File: src/design/cc20_pkg.sv
package cc20_pkg;

  localparam int DOUBLE_ROUNDS = 10;
  localparam int ROUND_STEPS   = 4 * DOUBLE_ROUNDS;
  localparam int STEP_W        = $clog2(ROUND_STEPS);

  localparam logic [31:0] SIGMA [4] = '{
    32'h61707865, 32'h3320646e, 32'h79622d32, 32'h6b206574
  };

  typedef enum logic [2:0] {
    S_IDLE,
    S_INIT,
    S_ROUND,
    S_FF,
    S_XOR
  } cc20_state_t;

  typedef struct packed {
    logic load_item;
    logic init;
    logic round_step;
    logic ff;
    logic emit;
  } cc20_cmd_t;

  typedef struct packed {
    logic need_block;
    logic step_last;
  } cc20_stat_t;

  function automatic logic [31:0] rotl32(input logic [31:0] v, input int r);
    return (v << r) | (v >> (32 - r));
  endfunction

  function automatic logic [31:0] byte_mask(input logic [2:0] n);
    logic [31:0] m;
    case (n)
      3'd0:    m = 32'h0000_0000;
      3'd1:    m = 32'h0000_00ff;
      3'd2:    m = 32'h0000_ffff;
      3'd3:    m = 32'h00ff_ffff;
      default: m = 32'hffff_ffff;
    endcase
    return m;
  endfunction

endpackage

File: src/design/cc20_ctrl.sv
module cc20_ctrl
  import cc20_pkg::*;
(
  input  logic        clk,
  input  logic        rst_n,
  input  logic        in_tvalid,
  output logic        in_tready,
  output logic        out_tvalid,
  input  logic        out_tready,
  input  cc20_stat_t  stat,
  output cc20_cmd_t   cmd,
  output cc20_state_t fsm_state
);

  cc20_state_t state_r, state_nxt;
  logic        out_vld_r, out_vld_nxt;
  logic        out_free;

  assign out_free   = !out_vld_r || out_tready;
  assign in_tready  = (state_r == S_IDLE);
  assign out_tvalid = out_vld_r;
  assign fsm_state  = state_r;

  always_comb begin
    state_nxt = state_r;
    case (state_r)
      S_IDLE: begin
        if (in_tvalid) begin
          state_nxt = stat.need_block ? S_INIT : S_XOR;
        end
      end
      S_INIT: begin
        state_nxt = S_ROUND;
      end
      S_ROUND: begin
        if (stat.step_last) begin
          state_nxt = S_FF;
        end
      end
      S_FF: begin
        state_nxt = S_XOR;
      end
      S_XOR: begin
        if (out_free) begin
          state_nxt = S_IDLE;
        end
      end
      default: state_nxt = S_IDLE;
    endcase
  end

  always_comb begin
    cmd = '0;
    case (state_r)
      S_IDLE:  cmd.load_item  = in_tvalid;
      S_INIT:  cmd.init       = 1'b1;
      S_ROUND: cmd.round_step = 1'b1;
      S_FF:    cmd.ff         = 1'b1;
      S_XOR:   cmd.emit       = out_free;
      default: cmd = '0;
    endcase
  end

  always_comb begin
    out_vld_nxt = out_vld_r;
    if (cmd.emit) begin
      out_vld_nxt = 1'b1;
    end else if (out_tready) begin
      out_vld_nxt = 1'b0;
    end
  end

  always_ff @(posedge clk) begin
    if (!rst_n) begin
      state_r   <= S_IDLE;
      out_vld_r <= 1'b0;
    end else begin
      state_r   <= state_nxt;
      out_vld_r <= out_vld_nxt;
    end
  end

endmodule

File: src/design/cc20_core.sv
module cc20_core
  import cc20_pkg::*;
(
  input  logic                 clk,
  input  logic                 rst_n,
  input  cc20_cmd_t            cmd,
  output cc20_stat_t           stat,
  input  logic [3:0][63:0]     key,
  input  logic                 first,
  input  logic [63:0]          iv_low,
  input  logic [63:0]          iv_high,
  input  logic [31:0]          data_in,
  input  logic [2:0]           bytes_in,
  input  logic                 last_in,
  output logic [31:0]          data_out,
  output logic [2:0]           bytes_out,
  output logic                 last_out
);

  logic [31:0]       cn_r [4];
  logic [3:0]        widx_r;
  logic [STEP_W-1:0] step_r;
  logic [31:0]       x_r [16];
  logic [31:0]       x_rnd [16];
  logic [31:0]       init_w [16];
  logic [31:0]       data_r;
  logic [2:0]        bytes_r;
  logic              last_r;
  logic [31:0]       odata_r;
  logic [2:0]        obytes_r;
  logic              olast_r;
  logic              half;
  logic              diag;

  assign half = step_r[0];
  assign diag = step_r[1];

  assign stat.need_block = first || (widx_r == 4'd0);
  assign stat.step_last  = (step_r == STEP_W'(ROUND_STEPS - 1));

  always_comb begin
    for (int i = 0; i < 4; i++) begin
      init_w[i]         = SIGMA[i];
      init_w[4 + 2 * i] = key[i][31:0];
      init_w[5 + 2 * i] = key[i][63:32];
      init_w[12 + i]    = cn_r[i];
    end
  end

  // Half of a quarter round on four lanes; diagonal rounds rotate rows 1..3
  always_comb begin
    logic [1:0]  jb, jc, jd;
    logic [3:0]  ib, ic, id;
    logic [31:0] ta, tb, tc, td;
    x_rnd = x_r;
    for (int j = 0; j < 4; j++) begin
      jb = 2'(j) + {1'b0, diag};
      jc = 2'(j) + {diag, 1'b0};
      jd = 2'(j) + {diag, diag};
      ib = {2'b01, jb};
      ic = {2'b10, jc};
      id = {2'b11, jd};
      ta = x_r[j] + x_r[ib];
      td = half ? rotl32(x_r[id] ^ ta, 8) : rotl32(x_r[id] ^ ta, 16);
      tc = x_r[ic] + td;
      tb = half ? rotl32(x_r[ib] ^ tc, 7) : rotl32(x_r[ib] ^ tc, 12);
      x_rnd[j]  = ta;
      x_rnd[ib] = tb;
      x_rnd[ic] = tc;
      x_rnd[id] = td;
    end
  end

  always_ff @(posedge clk) begin
    if (!rst_n) begin
      for (int i = 0; i < 4; i++) begin
        cn_r[i] <= '0;
      end
      widx_r <= '0;
      step_r <= '0;
    end else begin
      if (cmd.load_item && first) begin
        cn_r[0] <= iv_low[31:0];
        cn_r[1] <= iv_low[63:32];
        cn_r[2] <= iv_high[31:0];
        cn_r[3] <= iv_high[63:32];
        widx_r  <= '0;
      end
      if (cmd.init) begin
        step_r <= '0;
      end else if (cmd.round_step) begin
        step_r <= step_r + STEP_W'(1);
      end
      if (cmd.ff) begin
        cn_r[0] <= cn_r[0] + 32'd1;
      end
      if (cmd.emit) begin
        widx_r <= widx_r + 4'd1;
      end
    end
  end

  always_ff @(posedge clk) begin
    if (cmd.load_item) begin
      data_r  <= data_in;
      bytes_r <= bytes_in;
      last_r  <= last_in;
    end
    if (cmd.init) begin
      x_r <= init_w;
    end else if (cmd.round_step) begin
      x_r <= x_rnd;
    end else if (cmd.ff) begin
      for (int i = 0; i < 16; i++) begin
        x_r[i] <= x_r[i] + init_w[i];
      end
    end
    if (cmd.emit) begin
      odata_r  <= (data_r ^ x_r[widx_r]) & byte_mask(bytes_r);
      obytes_r <= bytes_r;
      olast_r  <= last_r;
    end
  end

  assign data_out  = odata_r;
  assign bytes_out = obytes_r;
  assign last_out  = olast_r;

endmodule

File: src/design/chacha20_stream_cipher_unit.sv
// ChaCha20 cipher over a stream of 32-bit words; encrypt and decrypt are the
// same. A word with in_tuser set loads the IV and starts a message at word 0.
// A word that opens a 16-word block passes accept, state load, the round
// unit (half a quarter round on four lanes each cycle, two per round, 10
// double rounds), feed-forward add and XOR, which waits until the output
// register is free; its result is then registered in the output register.
// Any other word goes from accept straight to XOR and the output register.
// One word is in work at a time; a finished result waits in the output
// register while the next word is accepted. Write the key over the APB port
// (four 64-bit registers at byte addresses 0, 8, 16, 24) only while idle.
module chacha20_stream_cipher_unit
  import cc20_pkg::*;
(
  input  logic         clk,
  input  logic         rst_n,
  input  logic         in_tvalid,
  output logic         in_tready,
  // iv_low[63:0], iv_high[127:64], data_in[159:128], bytes_in[162:160]
  input  logic [167:0] in_tdata,
  // first[0]
  input  logic [0:0]   in_tuser,
  input  logic         in_tlast,
  output logic         out_tvalid,
  input  logic         out_tready,
  // data_out[31:0], bytes_out[34:32]
  output logic [39:0]  out_tdata,
  output logic         out_tlast,
  input  logic         cfg_psel,
  input  logic         cfg_penable,
  input  logic         cfg_pwrite,
  input  logic [4:0]   cfg_paddr,
  input  logic [63:0]  cfg_pwdata,
  output logic [63:0]  cfg_prdata,
  output logic         cfg_pready
);

  logic [3:0][63:0] key_r;
  cc20_cmd_t        cmd;
  cc20_stat_t       stat;
  cc20_state_t      fsm_state;
  logic [31:0]      data_out;
  logic [2:0]       bytes_out;

  assign cfg_pready = 1'b1;
  assign cfg_prdata = key_r[cfg_paddr[4:3]];

  always_ff @(posedge clk) begin
    if (!rst_n) begin
      key_r <= '0;
    end else if (cfg_psel && cfg_penable && cfg_pwrite && cfg_pready) begin
      key_r[cfg_paddr[4:3]] <= cfg_pwdata;
    end
  end

  cc20_ctrl u_ctrl (
    .clk        (clk),
    .rst_n      (rst_n),
    .in_tvalid  (in_tvalid),
    .in_tready  (in_tready),
    .out_tvalid (out_tvalid),
    .out_tready (out_tready),
    .stat       (stat),
    .cmd        (cmd),
    .fsm_state  (fsm_state)
  );

  cc20_core u_core (
    .clk       (clk),
    .rst_n     (rst_n),
    .cmd       (cmd),
    .stat      (stat),
    .key       (key_r),
    .first     (in_tuser[0]),
    .iv_low    (in_tdata[63:0]),
    .iv_high   (in_tdata[127:64]),
    .data_in   (in_tdata[159:128]),
    .bytes_in  (in_tdata[162:160]),
    .last_in   (in_tlast),
    .data_out  (data_out),
    .bytes_out (bytes_out),
    .last_out  (out_tlast)
  );

  assign out_tdata = {5'd0, bytes_out, data_out};

`ifndef SYNTHESIS
  a_one_in_work: assert property (@(posedge clk) disable iff (!rst_n)
    in_tvalid && in_tready |=> !in_tready)
    else $error("word accepted while another is in work");

  a_emit_shows: assert property (@(posedge clk) disable iff (!rst_n)
    cmd.emit |=> out_tvalid)
    else $error("result not presented after emit");

  a_rounds_then_ff: assert property (@(posedge clk) disable iff (!rst_n)
    cmd.round_step && stat.step_last |=> cmd.ff && fsm_state == S_FF)
    else $error("feed-forward missing after last round step");

  a_block_from_init: assert property (@(posedge clk) disable iff (!rst_n)
    cmd.init |=> fsm_state == S_ROUND && cmd.round_step)
    else $error("rounds not started after state load");
`endif

endmodule

File: config.mk
export PLATFORM = sky130hd
export DESIGN_NAME = chacha20_stream_cipher_unit
export DESIGN_NICKNAME = d
export VERILOG_FILES = /design/src/design/cc20_pkg.sv /design/src/design/cc20_ctrl.sv /design/src/design/cc20_core.sv /design/src/design/chacha20_stream_cipher_unit.sv
export SDC_FILE = /design/constraint.sdc
export NUM_CORES = 2
export LEC_CHECK = 0
export ABC_AREA = 0
export BUFFER_PORTS_ARGS = -buffer_cell sky130_fd_sc_hd__clkbuf_2
export CORE_MARGIN = 2
export CORE_UTILIZATION = 28
export DETAILED_ROUTE_END_ITERATION = 10
export PLACE_DENSITY = 0.52
export SETUP_SLACK_MARGIN = 0.02
export SLEW_MARGIN = 20
export SYNTH_ARGS = -nofsm -noshare
export SYNTH_HDL_FRONTEND = slang
export SYNTH_SLANG_ARGS = --single-unit
export TNS_END_PERCENT = 5
File: constraint.sdc
create_clock -name clk -period 34.6 [get_ports clk]
set_input_delay 3.46 -clock clk [delete_from_list [all_inputs] [get_ports clk]]
set_output_delay 3.46 -clock clk [all_outputs]
set_load 0.005 [all_outputs]
==> reports/results.txt <==
data required time at the worst endpoint = 35.41 ns
final critical delay including setup and external delays = 13.05 ns
pin count of the biggest net entering global routing = 157
class of the most critical hold timing path = reg -> reg
flop and latch count out of synthesis = 982
starting utilization of the core area = 28.2%
area fraction of the dominant cell type after synthesis = 19.2%
top-count cell post-synth = nand2_1
top achievable clock speed = 76.6 MHz
number of global-route vias before repair = 81400
buffers from clock root to sink, at most = 4
worst clock skew on the final layout = 0.135 ns
signed area change from the synthesized netlist to the final layout = 13.4%
clock-pin slew on the worst setup and hold paths = 0.06 ns
gp weighted congestion = 1.11
largest incremental delay on the critical path = 0.96 ns
number of hold buffers added after cts = 0
leftover overflow at the end of global routing = 0
YS warnings = 0
chip height = 575 um
std cell rows = 209
synthesized-area fraction occupied by and/or/nand/nor cells = 13.9%
combinational family with the most area after synthesis = compound AO/OA/AOI/OAI gates
kind of start point of the critical path = flop
number of nets in the final layout = 11400
Die ar. = 331000 um^2
RSZ-0062 raised after global routing = false
sort of element at the end of the critical path = flop
number of buffers added on ports = 339
leading post-synthesis cells by cell area = edfxtp_1 19%, dfxtp_1 8.7%, ha_1 8.6%
root buffer cell = clkbuf_16
final wirelength = 551000 um
critical path's slowest cell = nor2_1
Synth area leader = edfxtp_1
relative slew slack = 3.42%
data arrival at the endpoint of the critical path = 13.86 ns
antenna viol nets, final = 0
number of search-and-repair iterations in the first detailed-routing pass = 9
largest fanout on the critical path = 75
EDFF count, synth = 584
sink count of the clock tree = 982
number of vias in the routed layout = 92000
part of the Yosys area used for sequential elements = 27.9%
DPL Wire Length = 443000 um
library cells used by synthesis = 102
most common library cells after synthesis = 1164 x nand2_1, 944 x a21oi_1, 757 x nor2_1, 687 x o21ai_0, 628 x ha_1
overall track demand over capacity in global routing = 31.9%
later-pin clock latency in the skew report = 0.96 ns
first-pass GRT wire length = 726000 um
count of pins over their slew limit = 0
transition time of the tightest slew-check pin = 1.43 ns
antenna violations before repair = 86
status = finished clean
Die Width = 575 um
clock tree from TritonCTS = built
cell repeated most along the worst path = a21oi_1
async set-reset flop share out of synthesis = 0%
Final Hold Viols = 0
share of the synthesized area in compound gates (AO/OA/AOI/OAI) = 23.4%
count of cells resized by post-cts repair = 0
portion of the clock cycle consumed by the worst path in the final layout = 37.7%
area taken by flip-flops and latches = 25500 um^2
Setup TNS Final = 0 ns
adder and majority gate portion of the synthesized area = 9.04%
Setup Fix Bufs, Post-CTS = 0
number of maximum-capacitance violations = 0
cell count after synthesis = 10400
Synth Area in XOR/XNOR = 9.02%
core box area = 324000 um^2
Iter 0 DRT Violations = 14300
TritonCTS buffer count = 141
Post-synth top flop = edfxtp_1
Synth Area per Inst = 8.78 um^2
number of H-tree branching levels = 4
proportion of synthesized area in mux cells = 13.2%
remaining design rule violation count = 0
area of the mapped netlist = 91300 um^2
CP Class = reg -> reg
Vias per Instance = 6.12
Top-Level Pins = 354
filler cell count = 34400
count of endpoints failing setup in the final report = 0
WL/cell = 36.7 um
ratio of cells with drive above 1 in the final layout = 13.5%
multi-input combinational cell area = 63000 um^2
==> per-stage QoR <==
step	worst slack [ns]	util (%)	hold WS, ns	instances	area (um^2)
5_1_grt	21.77	31.9	0.435	15000	103000
6_report	21.55	31.9	0.418	15000	104000
4_1_cts	22.25	31.8	0.419	15000	103000
3_5_place_dp	22.25	30.4	0.406	14700	98500
2_1_floorplan	21.98	-	0.400	10400	91300
3_3_place_gp	22.19	30.4	0.402	14700	98500
==> metal layers <==
| layer | GRT usage [%] | share of wire, % | vias to the layer above |
|---|---|---|---|
| met5 | 0.531 | 0.096 | - |
| met4 | 23.6 | 9.1 | 40 |
| met3 | 10.9 | 12 | 1386 |
| met2 | 44.9 | 40 | 5898 |
| met1 | 40.2 | 39 | 45300 |
| li1 | - | - | 39400 |
==> layout make-up <==
type / count / share of cell area (%)
multi-input combinational: 8565 / 60.9
sequential: 982 / 24.7
tap: 4325 / 5.23
clock buffer: 196 / 3.97
timing repair buffer: 573 / 3.49
inverter: 291 / 1.08
clock inverter: 58 / 0.598
antenna: 40 / 0.0967
==> state kept, by name, summed over array words and instances (netlist names) <==
register,count
u_core.data_out,32
u_core.bytes_r,3
u_core.bytes_out,3
u_core.data_r,32
u_core.last_out,1
u_core.last_r,1
u_ctrl.fsm_state,3
u_core.cn_r,128
u_core.x_r,512
u_core.widx_r,4
u_ctrl.out_tvalid,1
key_r,256
u_core.step_r,6
==> logic make-up (layout without fill, tap and decap cells) <==
| kind of cell | after synthesis | in the layout |
|---|---|---|
| compound gates | 3279 | 3279 |
| xor+xnor | 912 | 912 |
| fa+ha+maj | 648 | 648 |
| buf+inv | 861 | 1118 |
| flops | 982 | 982 |
| mux | 889 | 889 |
| other cells | 2 | 46 |
| simple gates | 2831 | 2831 |
==> path summary, 6_finish.rpt <==
| kind | depth (start not counted) | endpoint | start | slack, ns |
|---|---|---|---|---|
| hold / removal | 0 | u_core.last_out | u_core.last_r | 0.42 |
| setup reg to reg | 29 | u_core.x_r[379] | u_core.step_r[1] | 21.55 |
| hold reg to reg | 0 | u_core.last_out | u_core.last_r | 0.42 |
| setup / recovery | 29 | u_core.x_r[379] | u_core.step_r[1] | 21.55 |
==> cell usage in the layout, fill, tap and decap left out, types with 42 or more instances in the layout <==
cell type / synthesis / final
o21ai_0: 687 / 675
or3_1: 46 / 45
xnor2_1: 544 / 535
and3_1: 75 / 73
nor3_1: 146 / 145
dfxtp_1: 398 / 389
o22ai_1: 45 / 45
buf_4: 6 / 222
clkbuf_16: 0 / 151
a22o_1: 42 / 42
nor2_1: 757 / 747
and2_1: 157 / 156
mux2i_1: 412 / 386
ha_1: 628 / 628
o211ai_1: 91 / 91
nor2b_1: 65 / 65
o221ai_1: 91 / 91
a221o_1: 62 / 62
nand3_1: 154 / 152
a22oi_1: 183 / 183
nand2b_1: 94 / 94
o21bai_1: 74 / 74
o31ai_1: 54 / 53
inv_1: 287 / 283
nand2_1: 1164 / 1159
xor2_1: 351 / 346
mux4_2: 224 / 224
clkbuf_2: 0 / 337
a21oi_1: 944 / 937
a31oi_1: 104 / 104
a21o_1: 284 / 284
mux2_2: 251 / 251
a211oi_1: 120 / 119
edfxtp_1: 584 / 584
nand4_1: 55 / 55
o21a_1: 117 / 117
==> worst max-delay path, delay by kind of cell (launching register included) <==
kind / cells / cell delay (ns)
flip-flops: 1 / 0.68
AND/OR/NAND/NOR: 6 / 1.88
AO/OA/AOI/OAI: 11 / 4.25
adder cells (fa/ha/maj): 2 / 0.93
XOR/XNOR: 4 / 2.00
multiplexers: 2 / 1.03
buffers and inverters: 4 / 1.97
Power is left out: the tool's default activity adds up to more than one toggle a clock period on the data nets, which glitch-free logic cannot reach.
